--- config.mk ---
export PLATFORM = sky130hd
export DESIGN_NAME = memory_pattern_test_controller_top
export DESIGN_NICKNAME = d
export VERILOG_FILES = /design/src/rtl/mptc_pkg.sv /design/src/rtl/memory_pattern_test_controller_top.sv
export VERILOG_INCLUDE_DIRS = /design/src /design/src/rtl
export SDC_FILE = /design/constraint.sdc
export NUM_CORES = 1
export LEC_CHECK = 0
export BUFFER_PORTS_ARGS = -buffer_cell sky130_fd_sc_hd__buf_2
export CORE_AREA = 2 2 303 185
export DETAILED_ROUTE_END_ITERATION = 10
export DIE_AREA = 0 0 305 187
export PLACE_DENSITY = 0.52
export SLEW_MARGIN = 20
export SYNTH_ARGS = -nofsm -noshare
export SYNTH_HDL_FRONTEND = slang
export SYNTH_SLANG_ARGS = --single-unit
--- constraint.sdc ---
create_clock -name clk_i -period 7.83 [get_ports clk_i]
set_input_delay 0.3915 -clock clk_i [delete_from_list [all_inputs] [get_ports clk_i]]
set_output_delay 0.3915 -clock clk_i [all_outputs]
set_load 0.05 [all_outputs]
--- src/rtl/assert_macros.svh ---
// Assertion helpers shared by the RTL.
// ASSERT_CLK checks a property on the rising clock edge while reset is released.
// ASSERT_ALWAYS checks a property on every rising clock edge, reset included.
`ifndef ASSERT_MACROS_SVH
`define ASSERT_MACROS_SVH

`ifndef SYNTHESIS

`define ASSERT_CLK(lbl, clk, rst_n, prop) \
  lbl: assert property (@(posedge clk) disable iff (!rst_n) prop) \
    else $error("assertion failed");

`define ASSERT_ALWAYS(lbl, clk, prop) \
  lbl: assert property (@(posedge clk) prop) \
    else $error("assertion failed");

`else

`define ASSERT_CLK(lbl, clk, rst_n, prop)

`define ASSERT_ALWAYS(lbl, clk, prop)

`endif

`endif

--- src/rtl/mptc_pkg.sv ---
package mptc_pkg;

  localparam int unsigned MODE_W    = 2;
  localparam int unsigned BYTE_W    = 8;
  localparam int unsigned REG_W     = 32;
  localparam int unsigned OUT_ADDR_W = 32;
  localparam int unsigned OUT_CNT_W = 24;
  localparam int unsigned CFG_IDX_W = 1;
  localparam int unsigned NUM_LANES = 4;
  localparam int unsigned LANE_W    = 2;

  typedef enum logic [MODE_W-1:0] {
    MODE_START = 2'd0,
    MODE_WRITE = 2'd1,
    MODE_READ  = 2'd2
  } mode_e;

  typedef enum logic [CFG_IDX_W-1:0] {
    REG_START_ADDR = 1'b0,
    REG_END_ADDR   = 1'b1
  } reg_idx_e;

  localparam logic [REG_W-1:0]  START_ADDR_RESET = 32'h0000_0000;
  localparam logic [REG_W-1:0]  END_ADDR_RESET   = 32'h0080_0000;
  localparam logic [BYTE_W-1:0] PATTERN_FIRST    = 8'h01;
  localparam logic [BYTE_W-1:0] PATTERN_LAST     = 8'hFF;

endpackage

--- src/rtl/memory_pattern_test_controller_top.sv ---
// Incrementing-pattern memory self-test sequencer over the byte range
// [start_addr, end_addr). Send a start item (mode 0) to clear the four lane
// error counters, set memory_ok and reload the address pointer and pattern;
// then send write steps (mode 1) until pass_done, another start, and read
// steps (mode 2) with the byte read back until pass_done. Each step names the
// next address and the pattern byte (1..255, zero skipped). A read mismatch
// clears memory_ok and bumps, saturating, the counter picked by address bits
// 2:1. Steps at or past end_addr make no access and flag pass_done. The range
// must satisfy start_addr < end_addr for any access to happen. Rate: one item
// per clock cycle while the output is not stalled, with its result registered
// in the cycle after acceptance; the whole step is a single compare-and-increment
// between handshake and result register, which drains while the next item is taken.
// Configuration writes are always ready; write them only while the block is
// idle. end_addr applies at once, start_addr at the next start item.
module memory_pattern_test_controller_top #(
  parameter int unsigned ADDR_BITS  = 32,
  parameter int unsigned COUNT_BITS = 24
) (
  input  logic                                clk_i,
  input  logic                                rst_ni,
  // configuration write channel
  input  logic                                cfg_valid_i,
  output logic                                cfg_ready_o,
  input  logic [mptc_pkg::CFG_IDX_W-1:0]      cfg_index_i,
  input  logic [mptc_pkg::REG_W-1:0]          cfg_data_i,
  // item input
  input  logic                                in_valid_i,
  output logic                                in_stall_o,
  input  logic [mptc_pkg::MODE_W-1:0]         mode_i,
  input  logic [mptc_pkg::BYTE_W-1:0]         read_data_i,
  // result output
  output logic                                out_valid_o,
  input  logic                                out_stall_i,
  output logic                                access_valid_o,
  output logic [mptc_pkg::OUT_ADDR_W-1:0]     mem_address_o,
  output logic [mptc_pkg::BYTE_W-1:0]         write_data_o,
  output logic                                mismatch_o,
  output logic                                pass_done_o,
  output logic [mptc_pkg::OUT_CNT_W-1:0]      lane_errors_0_o,
  output logic [mptc_pkg::OUT_CNT_W-1:0]      lane_errors_1_o,
  output logic [mptc_pkg::OUT_CNT_W-1:0]      lane_errors_2_o,
  output logic [mptc_pkg::OUT_CNT_W-1:0]      lane_errors_3_o,
  output logic                                memory_ok_o
);

  import mptc_pkg::*;

  `include "assert_macros.svh"

  // Common width for address compares and the address output.
  localparam int unsigned CMP_W = (ADDR_BITS > REG_W) ? ADDR_BITS : REG_W;
  // Common width for presenting the lane counters.
  localparam int unsigned CNT_X_W = (COUNT_BITS > OUT_CNT_W) ? COUNT_BITS : OUT_CNT_W;

  // Configuration registers
  logic [REG_W-1:0] start_addr_q;
  logic [REG_W-1:0] end_addr_q;

  // Sequencer state
  logic [ADDR_BITS-1:0]  ptr_q, ptr_d;
  logic [BYTE_W-1:0]     pat_q, pat_d;
  logic [COUNT_BITS-1:0] cnt_q [NUM_LANES];
  logic [COUNT_BITS-1:0] cnt_d [NUM_LANES];
  logic                  ok_q, ok_d;

  // Result register
  logic                  out_valid_q;
  logic                  acc_q, acc_d;
  logic [ADDR_BITS-1:0]  addr_q, addr_d;
  logic [BYTE_W-1:0]     wdata_q, wdata_d;
  logic                  mis_q, mis_d;
  logic                  done_q, done_d;

  logic                  in_acc;
  logic [CMP_W-1:0]      start_ext;
  logic [CMP_W-1:0]      end_ext;
  logic [CMP_W-1:0]      ptr_ext;
  logic [CMP_W-1:0]      nxt_ext;
  logic [CMP_W-1:0]      addr_ext;
  logic [ADDR_BITS-1:0]  ptr_nxt;
  logic                  in_range;
  logic [LANE_W-1:0]     lane;
  logic                  bad_byte;

  assign cfg_ready_o = 1'b1;

  // Take a new item whenever the result register is empty or being drained.
  assign in_stall_o = out_valid_q & out_stall_i;
  assign in_acc     = in_valid_i & ~in_stall_o;

  always_ff @(posedge clk_i or negedge rst_ni) begin
    if (!rst_ni) begin
      start_addr_q <= START_ADDR_RESET;
      end_addr_q   <= END_ADDR_RESET;
    end else if (cfg_valid_i) begin
      unique case (reg_idx_e'(cfg_index_i))
        REG_START_ADDR: start_addr_q <= cfg_data_i;
        REG_END_ADDR:   end_addr_q   <= cfg_data_i;
        default: ;
      endcase
    end
  end

  // Range arithmetic on a width that holds both the pointer and the registers.
  assign start_ext = CMP_W'(start_addr_q);
  assign end_ext   = CMP_W'(end_addr_q);
  assign ptr_ext   = CMP_W'(ptr_q);
  assign ptr_nxt   = ptr_q + ADDR_BITS'(1);
  assign nxt_ext   = CMP_W'(ptr_nxt);
  assign in_range  = ptr_ext < end_ext;
  assign lane      = ptr_q[2:1];
  assign bad_byte  = read_data_i != pat_q;

  always_comb begin
    ptr_d   = ptr_q;
    pat_d   = pat_q;
    ok_d    = ok_q;
    cnt_d   = cnt_q;
    acc_d   = 1'b0;
    addr_d  = '0;
    wdata_d = '0;
    mis_d   = 1'b0;
    done_d  = 1'b0;
    unique case (mode_e'(mode_i))
      MODE_START: begin
        // Reload the pointer and pattern, clear the error record.
        ptr_d = start_ext[ADDR_BITS-1:0];
        pat_d = PATTERN_FIRST;
        ok_d  = 1'b1;
        for (int k = 0; k < NUM_LANES; k++) begin
          cnt_d[k] = '0;
        end
      end
      MODE_WRITE, MODE_READ: begin
        if (in_range) begin
          acc_d   = 1'b1;
          addr_d  = ptr_q;
          wdata_d = pat_q;
          if ((mode_e'(mode_i) == MODE_READ) && bad_byte) begin
            mis_d = 1'b1;
            ok_d  = 1'b0;
            // Saturate at all ones.
            if (cnt_q[lane] != '1) begin
              cnt_d[lane] = cnt_q[lane] + COUNT_BITS'(1);
            end
          end
          ptr_d  = ptr_nxt;
          // Finish on the last in-range byte, or when the pointer wraps.
          done_d = (nxt_ext >= end_ext) || (ptr_nxt == '0);
          // Pattern runs 1..255 and skips zero.
          pat_d  = (pat_q == PATTERN_LAST) ? PATTERN_FIRST : pat_q + BYTE_W'(1);
        end else begin
          done_d = 1'b1;
        end
      end
      default: ;
    endcase
  end

  always_ff @(posedge clk_i or negedge rst_ni) begin
    if (!rst_ni) begin
      ptr_q       <= ADDR_BITS'(START_ADDR_RESET);
      pat_q       <= PATTERN_FIRST;
      ok_q        <= 1'b1;
      out_valid_q <= 1'b0;
      for (int k = 0; k < NUM_LANES; k++) begin
        cnt_q[k] <= '0;
      end
    end else begin
      if (in_acc) begin
        ptr_q <= ptr_d;
        pat_q <= pat_d;
        ok_q  <= ok_d;
        cnt_q <= cnt_d;
      end
      if (in_acc) begin
        out_valid_q <= 1'b1;
      end else if (!out_stall_i) begin
        out_valid_q <= 1'b0;
      end
    end
  end

  // Result payload; hold while stalled.
  always_ff @(posedge clk_i) begin
    if (in_acc) begin
      acc_q   <= acc_d;
      addr_q  <= addr_d;
      wdata_q <= wdata_d;
      mis_q   <= mis_d;
      done_q  <= done_d;
    end
  end

  assign addr_ext       = CMP_W'(addr_q);
  assign out_valid_o    = out_valid_q;
  assign access_valid_o = acc_q;
  assign mem_address_o  = addr_ext[OUT_ADDR_W-1:0];
  assign write_data_o   = wdata_q;
  assign mismatch_o     = mis_q;
  assign pass_done_o    = done_q;

  // Counters and the ok flag change only on acceptance, so the state itself
  // shows the values after the item held in the result register.
  logic [CNT_X_W-1:0] cnt_x [NUM_LANES];
  for (genvar g = 0; g < NUM_LANES; g++) begin : g_cnt_x
    assign cnt_x[g] = CNT_X_W'(cnt_q[g]);
  end

  assign lane_errors_0_o = cnt_x[0][OUT_CNT_W-1:0];
  assign lane_errors_1_o = cnt_x[1][OUT_CNT_W-1:0];
  assign lane_errors_2_o = cnt_x[2][OUT_CNT_W-1:0];
  assign lane_errors_3_o = cnt_x[3][OUT_CNT_W-1:0];
  assign memory_ok_o     = ok_q;

  // ok drops only on an accepted read step that missed.
  `ASSERT_CLK(a_ok_fall_on_miss, clk_i, rst_ni, $fell(ok_q) |-> $past(in_acc && mis_d))
  // The pointer moves only when an item is taken.
  `ASSERT_CLK(a_ptr_on_accept, clk_i, rst_ni, !$stable(ptr_q) |-> $past(in_acc))
  // An access never carries the zero pattern.
  `ASSERT_CLK(a_pat_nonzero, clk_i, rst_ni, (out_valid_q && acc_q) |-> (wdata_q != '0))
  // A miss is always an access and leaves the ok flag low.
  `ASSERT_CLK(a_miss_is_access, clk_i, rst_ni, (out_valid_q && mis_q) |-> (acc_q && !ok_q))

endmodule
==> impl_metrics.csv <==
group,metric,value,unit
run_status,status,"completed",
placed_design,gp_congestion,0.902,
route,viasPerCell,5.09,
synth,async_flop_share,82.4,%
route,wire_per_inst,22.1,µm
timing,fin_crit_sh,53.7,%
worst_setup_path,worstSetupEndpointType,"flop",
cts,post_cts_resized,0,
timing,clock.fmax,238,MHz
hold_path,holdPathStages,2,
worst_setup_path,slowest_stage,"nor3_1",
global_route,grt_start_max_net_pins,74,
cts,root_buffer,"clkbuf_16",
finish,area_growth,19.9,%
cts,ctsHoldBuffers,1,
worst_setup_path,slowest_delay,460,ps
placed_design,io_buffers,189,
cts,htreeDepth,1,
synth,syn_nets,1267,
route,drtIter0Drc,1093,
global_route,antenna_found_initial,11,
timing,worst_pin_slew,1050,ps
cts,cts_tree,"yes",
worst_setup_path,cp.depth,14,
floorplanning,num_rows,67,
synth,synth_area_leaders,"dfrtp_1 (37%), edfxtp_1 (9.6%), mux2_2 (7.4%)",
cts,clock_latency,560,ps
pwr,ir_drop,160,µV
synth,synth_warnings,0,
synth,synth_cells,1148,
timing,slew_violations,0,
synth,synth_ff_type,"dfrtp_1",
synth,avgSynthCellArea,11.7,µm²
global_route,grt_pass1_wl,69100,µm
floorplanning,dieWidth,305,µm
route,num_vias,10500,
worst_setup_path,rrSetupSlack,3630,ps
timing,grt_setup_unrepaired,"no",
worst_setup_path,start_kind,"flop",
pwr,leakage,7.17,nW
cts,clockBufferDepth,3,
synth,ys_top_cells_by_count,"dfrtp_1 (199), mux2_2 (88), ha_1 (71)",
synth,synth-edff-count,43,
route,dr.pass1.iters,5,
finish,layout.nets,1435,
floorplanning,initial_core_util,24.6,%
timing,period_minus_slack,4200,ps
global_route,grt_use_met3,5.09,%
worst_setup_path,required,8240,ps
timing,finalHoldViolations,0,
cts,cts_setup_buffers,0,
global_route,overflow,0,
timing,setup_viol_count_final,0,
hold_path,hp-class,"primary input to flop",
finish,instances_no_fill,2066,
worst_setup_path,crit_path_max_fanout,37,
global_route,grt_usage,15.8,%
placed_design,place_ws,3700,ps
worst_setup_path,worstPathArrival,4610,ps
global_route,met1_usage,24.4,%
route,ant_nets,0,
floorplanning,die_y,187,µm
synth,ys_ff_latch,245,
worst_setup_path,r2r_cells,14,
synth,syn_area,13500,µm²
worst_setup_path,path_cells,"buf_4 > and2_1 > nand3_1 > nor3_1 > nand4_1 > and2_1 > or2_2 > ha_1 > nand4_1 > nor4_1 > o21ai_0 > o31ai_1 > a2111oi_0 > o22ai_1",
finish,drive_gt1_share,30.1,%
pwr,powerDensity,312,nW/µm²
job,drv_cap,0,
timing,fin_worst_skew,17.4,ps
timing,setup_ws,3630,ps
global_route,grt_use_met2,20.9,%
worst_setup_path,crit_type,"flop to flop",
route,routed_wirelength,45600,µm
synth,synth.distinct_cells,75,
timing,finalSetupTns,0,ps
synth,synth-seq-area-share,47.1,%
cts,clock_sinks,245,
cts,path_clk_slew,70,ps
route,drc,0,
global_route,grt_pass1_vias,10200,
floorplanning,dieArea,57000,µm²
worst_setup_path,path_buf_inv,1,
floorplanning,ios,191,
worst_setup_path,crit_family,"simple AND/OR/NAND/NOR gates",
synth,synth.largest_area_cell,"dfrtp_1",
pwr,power.total,5.04,mW
cts,cts_made_buffers,28,
timing,max_slew_margin,29.7,%
placed_design,dp_hpwl,33400,µm
placed_design,dpl.cell_count,2008,
synth,yosysMostFrequentCell,"dfrtp_1",
synth,synth_top_area_share,36.9,%
global_route,grt_busiest_layer,"met1",
floorplanning,core,54700,µm²
[report_power, final]
part           leakage, nW  switching [mW]  internal (mW)
logic                 3.68            1.18          0.642
registers             2.99           0.263           1.52
clock network        0.498           0.544          0.890
[worst register-to-register path: stages, from the launching register on]
cell and delay [ps]:
dfrtp_1 320, buf_4 450, and2_1 340, nand3_1 380, nor3_1 460, nand4_1 230
and2_1 230, or2_2 290, ha_1 310, nand4_1 150, nor4_1 270, o21ai_0 130
o31ai_1 260, a2111oi_0 100, o22ai_1 150
[path summary, 6_finish.rpt]
path | to | start
max reg2reg | pass_done_o | ptr_ext[2]
min | out_valid_o | in_valid_i
min reg2reg | end_addr_q[30] | end_addr_q[30]
min in group asynchronous | lane_errors_2_o[10] | rst_ni
max in group asynchronous | lane_errors_0_o[15] | rst_ni
max | pass_done_o | ptr_ext[2]
[cell usage in the layout, fill, tap and decap left out, types with 24 or more instances in the layout]
master       n
inv_1       58
nand4_1     26
dfrtp_1    198
nor2_1      41
and2_1      34
nand3_1     26
buf_2      188
ha_1        70
clkbuf_16   29
xor2_1      29
o2bb2ai_1   26
mux4_2      24
a21oi_1     26
edfxtp_1    43
nand2_1     55
a32o_1      55
mux2_2      88
nor3_1      32
xnor2_1     26
[cell type report]
class,count,area [µm²]
Clock buffer,35,768
Antenna cell,4,10.0
Timing Repair Buffer,209,1130
Tap cell,724,906
Sequential cell,245,6350
Clock inverter,17,239
Multi-Input combinational cell,772,6530
Fill cell,5618,38600
Inverter,60,226
[logic make-up after synthesis]
family | after synthesis | synth area share, %
buffers and inverters | 131 | 4.66
multiplexers | 123 | 12.2
adder cells (fa/ha/maj) | 71 | 6.59
flip-flops | 245 | 47.1
AND/OR/NAND/NOR | 306 | 12.9
AO/OA/AOI/OAI | 216 | 13.0
other | 1 | 0.0278
XOR/XNOR | 55 | 3.57
[state kept, by name, summed over array words and instances, names as in the netlist, 8 cells and up]
| name | flops |
|---|---|
| mem_address_o | 32 |
| lane_errors_3_o | 24 |
| end_addr_q | 32 |
| lane_errors_2_o | 24 |
| ptr_ext | 32 |
| lane_errors_0_o | 24 |
| pat_q | 8 |
| lane_errors_1_o | 24 |
| write_data_o | 8 |
| start_addr_q | 32 |
[through the flow]
step	hold slack, ps	area (µm²)	util (%)
floorplan	95.9	13500	-
detailed placement	472	15100	27.6
global route	28.0	16100	29.5
global placement	471	15100	27.6
finish	49.4	16200	29.5
CTS	11.4	16100	29.4
[per-layer routing]
| metal | vias up | wire length [µm] |
|---|---|---|
| li1 | 4704 | - |
| met1 | 5294 | 22300 |
| met2 | 425 | 17700 |
| met3 | 79 | 4430 |
| met4 | 10 | 1010 |
| met5 | - | 71 |
Power figures use the tool's default switching activity.
